**config.mk**
```make
export PLATFORM = sky130hd
export DESIGN_NAME = tnc_win
export DESIGN_NICKNAME = d
export VERILOG_FILES = /design/src/hw/rtl/tnc_pkg.sv /design/src/hw/rtl/tnc_win.sv
export SDC_FILE = /design/constraint.sdc
export NUM_CORES = 1
export LEC_CHECK = 0
export BUFFER_PORTS_ARGS = -buffer_cell sky130_fd_sc_hd__buf_4
export CORE_MARGIN = 2
export CORE_UTILIZATION = 45
export DETAILED_ROUTE_END_ITERATION = 10
export GPL_TIMING_DRIVEN = 1
export MAX_ROUTING_LAYER = met4
export PLACE_DENSITY = 0.69
export SYNTH_ARGS = -nofsm -noshare
export SYNTH_HDL_FRONTEND = slang
export SYNTH_SLANG_ARGS = --single-unit
export TNS_END_PERCENT = 5
```
**constraint.sdc**
```tcl
create_clock -name clk_i -period 3.2 [get_ports clk_i]
set_input_delay 0.64 -clock clk_i [delete_from_list [all_inputs] [get_ports clk_i]]
set_output_delay 0.64 -clock clk_i [all_outputs]
set_load 0.01 [all_outputs]
```
**src/hw/rtl/tnc_pkg.sv**
```systemverilog
// Shared types, constants and helper functions of the toroidal neighbour count block.
package tnc_pkg;

  localparam int unsigned CoordW = 7;
  localparam int unsigned CellW  = 2 * CoordW;
  localparam int unsigned CntW   = 6;
  localparam int unsigned StrW   = 2;
  localparam int unsigned RadW   = 2;
  localparam int unsigned CfgW   = 6;

  typedef logic [CoordW-1:0] coord_t;
  typedef logic [CellW-1:0]  cell_t;
  typedef logic [CntW-1:0]   cnt6_t;
  typedef logic [StrW-1:0]   strain_t;
  typedef logic [RadW-1:0]   rad_t;

  typedef struct packed {
    cnt6_t sig;
    logic  prod;
    cnt6_t good;
  } cnt_t;

  localparam logic [1:0] ReqRestart = 2'd0;
  localparam logic [1:0] ReqSet     = 2'd1;

  localparam logic [1:0] CfgSigRad   = 2'd0;
  localparam logic [1:0] CfgGoodRad  = 2'd1;
  localparam logic [1:0] CfgProdThr  = 2'd2;
  localparam logic [1:0] CfgGoodThr  = 2'd3;

  typedef enum logic [3:0] {
    ST_CLEAR,
    ST_B_RD,
    ST_B_CHK,
    ST_C_RD,
    ST_C_WR,
    ST_D_RD,
    ST_D_CHK,
    ST_IDLE,
    ST_SET_RD,
    ST_SET_WR,
    ST_W_RD,
    ST_W_WR,
    ST_G_RD,
    ST_G_WR,
    ST_RESP_RD,
    ST_RESP
  } st_e;

  function automatic logic recv_bit(strain_t s);
    return s[1];
  endfunction

  function automatic logic sig_bit(strain_t s);
    return s[0];
  endfunction

  function automatic cnt6_t win_area(rad_t rad);
    cnt6_t a;
    unique case (rad)
      2'd0: a = 6'd1;
      2'd1: a = 6'd9;
      2'd2: a = 6'd25;
      default: a = 6'd49;
    endcase
    return a;
  endfunction

  function automatic cnt6_t own_level(cnt6_t ones, strain_t s, rad_t rad);
    return recv_bit(s) ? ones : cnt6_t'(win_area(rad) - ones);
  endfunction

endpackage

```
**src/hw/rtl/tnc_win.sv**
```systemverilog
// Address walker over the square toroidal window around a center cell.
module tnc_win (
  input  logic           clk_i,
  input  logic           rst_ni,
  input  logic           start_i,
  input  logic           step_i,
  input  tnc_pkg::coord_t ctr_row_i,
  input  tnc_pkg::coord_t ctr_col_i,
  input  tnc_pkg::rad_t   rad_i,
  output tnc_pkg::coord_t row_o,
  output tnc_pkg::coord_t col_o,
  output logic           last_o
);
  import tnc_pkg::*;

  coord_t     ctr_row_q, ctr_col_q;
  rad_t       rad_q;
  logic [2:0] a_q, b_q, span;

  assign span   = {rad_q, 1'b0};
  assign row_o  = coord_t'(ctr_row_q - coord_t'(rad_q) + coord_t'(a_q));
  assign col_o  = coord_t'(ctr_col_q - coord_t'(rad_q) + coord_t'(b_q));
  assign last_o = (a_q == span) && (b_q == span);

  always_ff @(posedge clk_i) begin
    if (start_i) begin
      ctr_row_q <= ctr_row_i;
      ctr_col_q <= ctr_col_i;
      rad_q     <= rad_i;
    end
  end

  always_ff @(posedge clk_i or negedge rst_ni) begin
    if (!rst_ni) begin
      a_q <= '0;
      b_q <= '0;
    end else if (start_i) begin
      a_q <= '0;
      b_q <= '0;
    end else if (step_i) begin
      if (b_q == span) begin
        b_q <= '0;
        a_q <= a_q + 3'd1;
      end else begin
        b_q <= b_q + 3'd1;
      end
    end
  end

endmodule
```
==> metrics list, run 1 <==
- For the final routed database, the setup TNS stands at 0 ns.
* Placed wire-length estimate after detailed placement: 2070 um
- Critical path, cell by cell: ha_1, inv_1, ha_1, fa_2, a211oi_2, o21bai_1, a21oi_2, xnor2_1, buf_4
- Die height: 61.5 um
- Number of global-route vias before repair: 1056
- For this block, the initial DRC count from the detailed router was 39.
- Via/cell ratio: 4.80
- Data on the critical path arrives at its endpoint at 2.51 ns.
- Hold violation count in the final report: 0
* Largest net degree at the start of global routing: 23
- Overall via count from detail_route: 1055
* Non-filler instance count after layout: 220
- Max-cap violations: 0
* Final layout net count: 219
- When the netlist entered floorplanning its net count stood at 174.
* Total wirelength of the detailed-routed design: 2650 um
* First-pass detailed-route iteration total: 4
- The congestion estimate from routability-driven global placement came to 0.785.
- In the global route stage, overall resource usage came out at 0.170.
- Synth Area per Inst: 11.3 um^2
- Sequential cell area in the final layout: 633 um^2
- Fraction of the yosys area taken by sequential cells: 0.424
- The largest total area in the synthesized netlist belongs to sky130_fd_sc_hd__edfxtp_1.
* Share of cells above drive strength 1: 0.347
- For this configuration, the core starts out at a cell density of 0.479.
- After detailed placement, the total cell area comes to 1800 um^2.
* Num rows: 20
- The die covers 3780 um^2.
- Setup violations remaining at the end of the flow were counted as 0.
- For the worst setup path, the data required time is 2.56 ns.
- For this design the top-level I/O count stands at 35.
- Inserted Clock Buffers: 3
* Cell repeated most along the worst path: sky130_fd_sc_hd__ha_1
* Worst Path Class, Setup: reg2out
- For the worst-skew pair, the clock arrives at the later sink with an insertion delay of 0.30 ns.
- Count of hold buffers inserted by post-cts repair: 0
* Number of different library cells in the post-synthesis netlist: 24
- The run finished with clean final reports.
* Slowest cell on crit path: sky130_fd_sc_hd__edfxtp_1
- Area of the mapped netlist: 1490 um^2
* TritonCTS clock tree: done
* Final setup skew: 0.00304 ns
- The filler cells instantiated in the layout total 290.
- Area of the multi-input gates: 786 um^2
- Post-synthesis cell count: 132
* Top cells by area, synth: sky130_fd_sc_hd__edfxtp_1, sky130_fd_sc_hd__ha_1, sky130_fd_sc_hd__dfrtp_1, sky130_fd_sc_hd__inv_1, sky130_fd_sc_hd__xnor2_1
* Worst hold-check path type: in2async
* Headroom to the max-slew limit: 0.757
- Number of DRC violations after detailed routing: 0
- Min Tclk post-route: 3.15 ns
* Maximum clock insertion buffer count: 2
* Total leakage power: 0.906 nW
- STA classifies the critical path startpoint as a register.
- In this run the clock root is driven by a sky130_fd_sc_hd__clkbuf_4.
- Setup repair after global routing could not meet its margin everywhere.
* Count of H-tree levels built during CTS: 1
- Maximum clock frequency: 318 MHz
- Antenna violation net count after detailed routing: 0
* Global-route wire length before repair: 4560 um
* Number of antenna repair diodes: 0
- Of the post-synthesis cell area, the dominant cell type holds 0.323.
- In this run the horizontal extent of the chip is 61.5 um.
* Fin area: 1920 um^2
- For this run, the number of Yosys warnings is 0.
- During placement, the flow inserted port buffers numbering 34.
- The synthesized design contains 22 register bits.
- R2R cell count: 5
* Tcrit/Tclk final: 0.983
* Maximum net fanout on the critical path: 4
- Final Max Tran Viols: 0
- PD cells: 454 nW/um^2
- For the pin with the worst max-slew slack, the measured transition is 0.361 ns.
- The worst setup path is captured at an output pin.
* Congestion Overflow GR: 0
- Placeable core region: 3100 um^2
- The initial antenna violation count came to 0.
- Post-CTS clock slew at the launch and capture registers of the worst setup and hold paths: 0.12 ns
- VDD sags by at most 0.361 mV.
* CTS Sinks: 22
- Including well taps, the total number of placed cells is 211.
- Area growth from synthesis to layout: 28.9%
- Average routed wire per standard cell: 12.0 um
* Largest stage delay on the critical path: 0.49 ns
[cell families after synthesis]
| kind of cell | after synthesis | share of synthesized area |
|---|---|---|
| AO/OA/AOI/OAI | 27 | 0.111 |
| XOR/XNOR | 18 | 0.111 |
| adder cells (fa/ha/maj) | 22 | 0.205 |
| flip-flops | 22 | 0.424 |
| AND/OR/NAND/NOR | 14 | 0.0707 |
| buffers and inverters | 28 | 0.0707 |
| multiplexers | 1 | 0.00673 |
[synthesized netlist by cell type]
master / number
sky130_fd_sc_hd__inv_1: 28
sky130_fd_sc_hd__ha_1: 18
sky130_fd_sc_hd__edfxtp_1: 16
sky130_fd_sc_hd__xnor2_1: 12
sky130_fd_sc_hd__a21oi_1: 11
sky130_fd_sc_hd__dfrtp_1: 6
sky130_fd_sc_hd__xor2_1: 5
sky130_fd_sc_hd__a211oi_1: 4
sky130_fd_sc_hd__a21o_1: 4
sky130_fd_sc_hd__fa_1: 4
sky130_fd_sc_hd__o21ai_0: 4
sky130_fd_sc_hd__o21bai_1: 4
sky130_fd_sc_hd__nor2_1: 3
sky130_fd_sc_hd__nand3_1: 2
sky130_fd_sc_hd__nor4_1: 2
sky130_fd_sc_hd__and3_1: 1
sky130_fd_sc_hd__mux2i_1: 1
sky130_fd_sc_hd__nand2_1: 1
sky130_fd_sc_hd__nand2b_1: 1
sky130_fd_sc_hd__nor4_2: 1
sky130_fd_sc_hd__nor4b_4: 1
sky130_fd_sc_hd__or2b_1: 1
sky130_fd_sc_hd__or3_4: 1
sky130_fd_sc_hd__xor2_2: 1
[critical path, delay by kind of cell (launching register included)]
kind | cells | cell delay, ns
adder cells (fa/ha/maj) | 3 | 0.93
flip-flops | 1 | 0.49
AO/OA/AOI/OAI | 3 | 0.47
buffers and inverters | 2 | 0.18
XOR/XNOR | 1 | 0.14
[layout by cell type (no fill, tap or decap), drive strengths merged]
cell type  Yosys  routed
buf            0      40
clkbuf         0       4
nor2           3       3
inv           28      28
ha            18      18
or2b           1       1
or3            1       1
nor4           3       3
nor4b          1       1
xor2           6       6
nand2          1       1
fa             4       4
a211oi         4       4
edfxtp        16      16
a21o           4       4
o21ai          4       4
and3           1       1
dfrtp          6       6
o21bai         4       4
xnor2         12      12
a21oi         11      11
nand2b         1       1
nand3          2       2
mux2i          1       1
[registers in the layout, summed over array words and instances (netlist names)]
register   cells
a_q            3
b_q            3
ctr_col_q      7
ctr_row_q      7
rad_q          2
[power breakdown]
group	switching, mW	internal, mW	leakage (nW)
Sequential	0.0128	0.328	0.236
Clock	0.0812	0.0694	0.0210
Combinational	0.179	0.200	0.649
Total	0.273	0.598	0.906
[per-layer routing]
layer / GRT usage / vias to the layer above / wire (um)
met1: 0.216 / 492 / 1180
li1: - / 537 / -
met2: 0.286 / 24 / 1360
met3: 0.0189 / 2 / 84
met5: - / - / 0
met4: 0.0547 / 0 / 26
[per-stage QoR]
stage	power, mW	hold WS (ns)	worst slack, ns	utilization
floorplan	0.561	0.344	0.384	-
global placement	0.694	0.451	0.221	0.581
detailed placement	0.704	0.456	0.166	0.581
CTS	0.863	0.115	0.0181	0.600
global route	0.933	0.110	-0.0692	0.617
finish	0.871	0.117	0.0537	0.617
[area by class of cell]
cell class                 count  share of cell area
inverter                      28              0.0549
tap                           44              0.0287
sequential                    22               0.331
multi-input combinational     82               0.410
timing repair buffer          40               0.157
clock buffer                   4              0.0189
[timing repair]
action | in CTS | in global routing
setup buffers | 1 | 4
endpoints found under the setup margin | 5 | 4
gates resized for setup | 4 | 9
pin swaps | 1 | 11
[worst paths after layout]
kind	from	end	slack [ns]
max	rad_q[0]$_DFFE_PP_	col_o[6]	0.05
min	rst_ni	b_q[0]$_DFFE_PN0P_	0.12
max reg2reg	b_q[1]$_DFFE_PN0P_	a_q[1]$_DFFE_PN0P_	1.64
min reg2reg	a_q[0]$_DFFE_PN0P_	a_q[0]$_DFFE_PN0P_	0.61
max in group asynchronous	rst_ni	a_q[0]$_DFFE_PN0P_	2.95
min in group clk_i	ctr_col_i[1]	ctr_col_q[1]$_DFFE_PP_	0.50
Note: power is estimated with default switching activity, not from simulation.
==> inputs of run 2 (changes only) <==
- clock period: 3.2 -> 3.1 ns (I/O delays scaled with it)
==> metrics list, run 2 (synthesis gave the netlist of run 1 again) <==
* Switching part of the total power: 0.325 (was 0.313)
* Min setup slack post-route: -0.0108 ns (was 0.0537 ns)
- Min Tclk post-route: 3.11 ns
* Worst hold-check path type: in2async (unchanged)
- Antenna violations before repair: 0 (unchanged)
* Die ar.: 3780 um^2 (unchanged)
* Hold violation count in the final report: 0 (unchanged)
- Number of antenna repair diodes: 0 (unchanged)
* Most frequent cells in the layout: sky130_fd_sc_hd__buf_4, sky130_fd_sc_hd__inv_1, sky130_fd_sc_hd__edfxtp_1 (was sky130_fd_sc_hd__buf_4, sky130_fd_sc_hd__inv_1, sky130_fd_sc_hd__ha_1)
- The area of the multi-input gates was 820 um^2 (was 786 um^2).
- Setup repair after global routing missed its margin: yes (unchanged)
- Commonest non-fill, non-tap cell in the layout: sky130_fd_sc_hd__buf_4 (unchanged)
* Headroom to the max-slew limit: 0.764 (was 0.757)
- Congestion Overflow GR: 0 (unchanged)
- Final Max Tran Viols: 0 (unchanged)
- Average routed wire per standard cell: 12.6 um (was 12.0 um)
* TritonCTS clock tree: done (unchanged)
- The critical path class is reg2out (unchanged).
* Share of cells above drive strength 1: 0.360 (was 0.347)
- The final total power is 0.897 mW (was 0.871 mW).
- Initial core utilization: 0.479 (unchanged)
- The hold slack was 0.0895 ns (was 0.117 ns).
- The I/O pin total came to 35 (unchanged).
* Antenna violation net count after detailed routing: 0 (unchanged)
- The transition time of the tightest slew-check pin was 0.353 ns (was 0.361 ns).
* Peak supply drop: 0.255 mV (was 0.361 mV)
* Total leakage power: 0.912 nW (was 0.906 nW)
- GRT Total Usage: 0.162 (was 0.170)
- Max-cap violations: 0 (unchanged)
- Count of H-tree levels built during CTS: 1 (unchanged)
* Run status: finished, violations left (was completed)
- The clock latency on the worst-skew pair was 0.31 ns (was 0.30 ns).
- Based on the critical path, the design can be clocked at up to 321 MHz.
* Tcrit/Tclk final: 1.00
* Clock tree root buffer cell: sky130_fd_sc_hd__clkbuf_4 (unchanged)
* Via/cell ratio: 4.68 (was 4.80)
* Signal arrival time at the worst endpoint: 2.49 ns (was 2.51 ns)
- Failing checks: negative setup slack
* Sum of buffers and inverters on the critical path: 2 (unchanged)
* PD cells: 459 nW/um^2 (was 454 nW/um^2)
- Number of DRC violations after detailed routing: 0 (unchanged)
* Startpoint types: register (unchanged)
- Die height: 61.5 um (unchanged)
- The weighted congestion at the end of routability-driven global placement is 0.786 (was 0.785).
- The standard cell core area came to 3100 um^2 (unchanged).
- Internal Dissipation: 0.606 mW (was 0.598 mW)
- Sequential group share of total power: 0.394 (was 0.392)
- Inserted Clock Buffers: 3 (unchanged)
- The number of buffers on the longest clock path was 2 (unchanged).
- The number of global-route vias before repair came to 1049 (was 1056).
* IO Port Bufs: 34 (unchanged)
* Sequential cell area in the final layout: 632 um^2 (was 633 um^2)
- Final setup skew: 0.00561 ns (was 0.00304 ns)
- The first-iteration detailed-routing DRC count is 43 (was 39).
- The horizontal die dimension was 61.5 um (unchanged).
- The nature of the critical path endpoint is an output pin (unchanged).
- Biggest regs: ctr_col_q x7, ctr_row_q x7 (unchanged)
- The area growth from synthesis to layout is 31.6% (was 28.9%).
* Critical path, cell by cell: fa_1, inv_1, fa_2, a211oi_2, o21bai_1, a21oi_1, xnor2_1, buf_4 (was ha_1, inv_1, ha_1, fa_2, a211oi_2, o21bai_1, a21oi_2, xnor2_1, buf_4)
- The net count reported at finish was 221 (was 219).
* Power share of the clock group: 0.146 (was 0.173)
* Overall via count from detail_route: 1040 (was 1055)
* Num rows: 20 (unchanged)
- Combinational share of power: 0.460 (was 0.435)
- The global-route wire length before repair came to 4400 um (was 4560 um).
* First-pass detailed-route iteration total: 4 (unchanged)
* Top Family by Delay on Critical Path: adder cells (unchanged)
- The largest fanout of any net on the critical path came to 3 (was 4).
- The count of filler cells inserted in the layout came to 291 (was 290).
- The pin count of the biggest net entering global routing is 23 (unchanged).
- The net switching power came to 0.292 mW (was 0.273 mW).
- The final number of setup-violating endpoints is 3 (was 0).
- Slowest cell on crit path: sky130_fd_sc_hd__fa_1 (was sky130_fd_sc_hd__edfxtp_1)
- The clock slew at the register clock pins of the worst setup and hold paths is 0.12 ns (about the same).
- CTS Sinks: 22 (unchanged)
- Placed wire-length estimate after detailed placement: 2110 um (was 2070 um)
- The total length of routed wires is 2800 um (was 2650 um).
* Largest stage delay on the critical path: 0.52 ns (was 0.49 ns)
- The critical path data required time came to 2.48 ns (was 2.56 ns).
## run 2: changes by cell type in the layout (fill, tap and decap cells not counted), sizes merged
cell,change
buf,+2
clkbuf,-1
clkinv,+1
## run 2: path summary, 6_finish.rpt
check                                   start  cells past startpoint                 end  slack (ns)
max                        rad_q[1]$_DFFE_PP_                      8            row_o[6]       -0.01
min                                    rst_ni                      1  a_q[0]$_DFFE_PN0P_        0.09
max reg2reg                rad_q[1]$_DFFE_PP_                      6  a_q[1]$_DFFE_PN0P_        1.46
min reg2reg                a_q[1]$_DFFE_PN0P_                      2  a_q[1]$_DFFE_PN0P_        0.59
max in group asynchronous              rst_ni                      1  a_q[0]$_DFFE_PN0P_        2.89
min in group clk_i                   rad_i[0]                      1  rad_q[0]$_DFFE_PP_        0.47
## run 2: area by class of cell
cell class,instances,area share
clock buffers,3,0.0115
clock inverters,1,0.00192
inverters,28,0.0550
multi-input cells,82,0.419
flip-flops and latches,22,0.323
well taps,44,0.0282
repair buffers,42,0.161
## run 2: repair_timing
| item | CTS | global route |
|---|---|---|
| pin swaps | 6 | 9 |
| cloned | 0 | 0 |
| setup endpoints to repair | 6 | 6 |
| setup buffers | 1 | 5 |
| hold endpoints to repair | 0 | 0 |
| hold buffers | 0 | 0 |
| gates resized for setup | 7 | 10 |
## run 2: power by group through the flow
stage	clock network, mW	logic, mW	registers, mW
after floorplan	0	0.221	0.358
after global placement	0	0.360	0.358
after detailed placement	0	0.371	0.359
after CTS	0.136	0.387	0.352
after global routing	0.145	0.456	0.356
final	0.131	0.413	0.353
## run 2: worst register-to-register path, stage by stage, from the launching register on
cell,delay [ns]
sky130_fd_sc_hd__edfxtp_1,0.47
sky130_fd_sc_hd__buf_4,0.17
sky130_fd_sc_hd__buf_4,0.14
sky130_fd_sc_hd__xor2_2,0.17
sky130_fd_sc_hd__nor4b_4,0.32
sky130_fd_sc_hd__mux2i_1,0.22
sky130_fd_sc_hd__nor2_1,0.05
## run 2: metrics by stage
stage | worst slack, ns | std cells | area (um^2) | setup TNS [ns] | utilization
3_5_place_dp | 0.171 | 212 | 1810 | 0 | 0.584
6_report | -0.0108 | 222 | 1960 | -0.0222 | 0.630
5_1_grt | -0.142 | 222 | 1960 | -0.434 | 0.630
2_1_floorplan | 0.304 | 132 | 1490 | 0 | -
4_1_cts | -0.0245 | 217 | 1870 | -0.0447 | 0.603
3_3_place_gp | 0.214 | 212 | 1810 | 0 | 0.584
## run 2: per-layer routing
| metal | share of wire | GRT usage | wire (um) | up-vias |
|---|---|---|---|---|
| met2 | 0.51 | 0.261 | 1430 | 17 |
| met1 | 0.45 | 0.212 | 1250 | 480 |
| li1 | - | - | - | 539 |
| met5 | 0 | - | 0 | - |
| met3 | 0.029 | 0.0168 | 82 | 4 |
| met4 | 0.011 | 0.0608 | 32 | 0 |
==> inputs of run 3 (changes only) <==
- ABC_AREA: not set -> 1
- CAP_MARGIN: not set -> 20
- HOLD_SLACK_MARGIN: not set -> 0.15
- PLACE_DENSITY: 0.69 -> 0.68
==> metrics list, run 3 <==
- Run status: completed (was finished, violations left).
* Count of routing violations after the opening detailed-route iteration: 35 (was 43)
- Share of cells above drive strength 1: 0.221 (was 0.360)
- Top FF cell, synth: sky130_fd_sc_hd__edfxtp_1 (unchanged)
- PD cells: 460 nW/um^2 (was 459 nW/um^2)
- Post-route worst hold slack: 0.474 ns (was 0.0895 ns)
* Placed wire-length estimate after detailed placement: 2330 um (was 2110 um)
* Number of failing setup endpoints in the final timing report: 0 (was 3)
- Die ar.: 3970 um^2 (was 3780 um^2)
- Total leakage power: 1.03 nW (was 0.912 nW)
* Most frequent cells in the layout: sky130_fd_sc_hd__inv_1, sky130_fd_sc_hd__nand2_1, sky130_fd_sc_hd__buf_4 (was sky130_fd_sc_hd__buf_4, sky130_fd_sc_hd__inv_1, sky130_fd_sc_hd__edfxtp_1)
* CTS Sinks: 22 (unchanged)
* Seq cells post-synth: 22 (unchanged)
- The transition time of the tightest slew-check pin was 0.236 ns (was 0.353 ns).
- The post-synthesis async set-or-reset flop share came to 0.273 (unchanged).
* Antenna violations before repair: 0 (unchanged)
- Final weighted congestion of routability-driven global placement: 0.797 (was 0.786)
* Average routed wire per standard cell: 10.9 um (was 12.6 um)
- The largest area contributor in the synthesized netlist is sky130_fd_sc_hd__edfxtp_1 (unchanged).
- The net count reported at finish came to 256 (was 221).
- The average vias per placed instance is 4.81 (was 4.68).
- The arrival time at the worst endpoint is 2.33 ns (was 2.49 ns).
- TritonCTS clock tree: done (unchanged)
* Antenna violation net count after detailed routing: 0 (unchanged)
- Commonest non-fill, non-tap cell in the layout: sky130_fd_sc_hd__inv_1 (was sky130_fd_sc_hd__buf_4)
* IO Port Bufs: 34 (unchanged)
- The clock latency on the worst-skew pair was 0.31 ns (about the same).
- Number of different library cells in the post-synthesis netlist: 22 (was 24)
- DP Worst Slack: 0.426 ns (was 0.171 ns)
* Max-cap violations: 0 (unchanged)
* Initial core utilization: 0.469 (was 0.479)
- First-pass detailed-route iteration total: 4 (unchanged)
* Total wirelength of the detailed-routed design: 2830 um (was 2800 um)
* Tcrit/Tclk final: 0.950 (was 1.00)
* Post-CTS clock slew at the launch and capture registers of the worst setup and hold paths: 0.13 ns (was 0.12 ns)
- The standard cell core area was 3340 um^2 (was 3100 um^2).
- Top cells by area, synth: sky130_fd_sc_hd__edfxtp_1, sky130_fd_sc_hd__ha_1, sky130_fd_sc_hd__inv_1, sky130_fd_sc_hd__dfrtp_1, sky130_fd_sc_hd__nand2_1 (was sky130_fd_sc_hd__edfxtp_1, sky130_fd_sc_hd__ha_1, sky130_fd_sc_hd__dfrtp_1, sky130_fd_sc_hd__inv_1, sky130_fd_sc_hd__xnor2_1).
- The nature of the critical path endpoint is an output pin (unchanged).
* Area of the mapped netlist: 1570 um^2 (was 1490 um^2)
- The critical path class is reg2out (unchanged).
- The number of buffers added by the clock tree synthesis step came to 3 (unchanged).
- The pin count of the biggest net entering global routing came to 18 (was 23).
- Num rows: 21 (was 20)
* Top-level port count: 35 (unchanged)
* Synth Warn #: 0 (unchanged)
- The reg-to-reg setup timing slack came to 1.85 ns (was 1.46 ns).
- Congestion Overflow GR: 0 (unchanged)
- The maximum VDD drop came to 0.224 mV (was 0.255 mV).
- Fraction of the yosys area taken by sequential cells: 0.403 (was 0.424)
- Min Tclk post-route: 2.95 ns (was 3.11 ns)
- Leading cell types by count after synthesis: sky130_fd_sc_hd__inv_1, sky130_fd_sc_hd__nand2_1, sky130_fd_sc_hd__ha_1 (was sky130_fd_sc_hd__inv_1, sky130_fd_sc_hd__ha_1, sky130_fd_sc_hd__edfxtp_1).
- The number of enable flip-flop cells after synthesis came to 16 (unchanged).
- Cell with the most instances after synthesis: sky130_fd_sc_hd__inv_1 (unchanged)
* Overall via count from detail_route: 1245 (was 1040)
- Biggest regs: ctr_col_q x7, ctr_row_q x7 (unchanged)
- The critical path startpoint category is a register (unchanged).
- The number of buffers on the longest clock path is 2 (unchanged).
- The number of global-route vias before repair was 1190 (was 1049).
* Number of antenna repair diodes: 0 (unchanged)
- Nets in the synthesized netlist: 216 (was 174)
- Area growth from synthesis to layout: 23.3% (was 31.6%)
- The average instance area after synthesis was 9.00 um^2 (was 11.3 um^2).
- The headroom to the max-slew limit is 0.843 (was 0.764).
- The max-slew violation total from the final report was 0 (unchanged).
- Fin area: 1930 um^2 (was 1960 um^2)
* Dpl cell area: 1880 um^2 (was 1810 um^2)
- GRT Total Usage: 0.156 (was 0.162)
- The global-route wire length before repair came to 4860 um (was 4400 um).
* Count of H-tree levels built during CTS: 1 (unchanged)
- The vertical die dimension is 63.0 um (was 61.5 um).
- Setup repair after global routing missed its margin: no (was yes)
- The number of hold violations in the final report was 0 (unchanged).
- The upper clock frequency limit came to 339 MHz (was 321 MHz).
* Number of DRC violations after detailed routing: 0 (unchanged)
* Min setup slack post-route: 0.154 ns (was -0.0108 ns)
* Data required time at the worst endpoint: 2.48 ns (about the same)
- The horizontal die dimension came to 63.0 um (was 61.5 um).
- Final setup skew: 0.00160 ns (was 0.00561 ns)
- The clock tree root buffer cell is sky130_fd_sc_hd__clkbuf_4 (unchanged).
- The largest fanout of any net on the critical path came to 5 (was 3).
- The type of the worst min-delay path was in2reg (was in2async).
* Proportion of netlist area held by the largest area contributor: 0.307 (was 0.323)
- The total negative setup slack was 0 ns (was -0.0222 ns).
* Post-synthesis cell count: 174 (was 132)
run 3: critical path: stages (launching register included):
cell,delay [ns]
sky130_fd_sc_hd__edfxtp_1,0.51
sky130_fd_sc_hd__fa_1,0.54
sky130_fd_sc_hd__inv_1,0.07
sky130_fd_sc_hd__fa_2,0.42
sky130_fd_sc_hd__nand4_1,0.13
sky130_fd_sc_hd__nand3_1,0.09
sky130_fd_sc_hd__nand2_1,0.07
sky130_fd_sc_hd__nand2_1,0.05
sky130_fd_sc_hd__buf_4,0.13
run 3: logic make-up (layout without fill, tap and decap cells):
family	Yosys count	count (layout)	share of synthesized area
compound gates	13	13	0.0480
xor+xnor	9	9	0.0504
fa+ha+maj	22	22	0.195
buf+inv	43	82	0.103
flops	22	22	0.403
simple gates	65	65	0.201
run 3: per-layer routing:
metal | track usage | routed length [um] | vias up
li1 | - | - | 644
met1 | 0.175 | 1230 | 574
met2 | 0.283 | 1440 | 25
met3 | 0.0288 | 124 | 2
met4 | 0.0417 | 27 | 0
met5 | - | 0 | -
run 3: power breakdown:
group / internal [mW] / switching [mW]
Clock: 0.0716 / 0.0875
Combinational: 0.182 / 0.194
Sequential: 0.339 / 0.0139
run 3: cell type report:
type / instances / area, um^2
Tap cell: 46 / 57.6
Inverter: 43 / 161
Clock buffer: 4 / 36.3
Sequential cell: 22 / 631
Fill cell: 309 / 1410
Multi-Input combinational cell: 109 / 778
Timing Repair Buffer: 35 / 265
run 3: final timing paths:
path | from | depth (start not counted) | to
setup / recovery | rad_q[1]$_DFFE_PP_ | 8 | row_o[6]
hold / removal | ctr_row_i[0] | 1 | ctr_row_q[0]$_DFFE_PP_
setup reg to reg | rad_q[0]$_DFFE_PP_ | 8 | a_q[2]$_DFFE_PN0P_
hold reg to reg | a_q[0]$_DFFE_PN0P_ | 2 | a_q[0]$_DFFE_PN0P_
max in group asynchronous | rst_ni | 2 | b_q[1]$_DFFE_PN0P_
min in group asynchronous | rst_ni | 2 | a_q[1]$_DFFE_PN0P_
run 3: what timing repair did:
item / 4_1_cts / 5_1_grt
setup endpoints to repair: 0 / 2
hold endpoints to repair: 6 / 0
gates resized for setup: 0 / 2
buffers inserted: 0 / 0
hold buffers: 1 / 0
run 3: metrics by stage:
step / util / power (mW) / std cells
6_report: 0.578 / 0.888 / 259
4_1_cts: 0.577 / 0.896 / 259
2_1_floorplan: - / 0.586 / 174
3_5_place_dp: 0.563 / 0.735 / 254
5_1_grt: 0.578 / 0.953 / 259
3_3_place_gp: 0.563 / 0.728 / 254
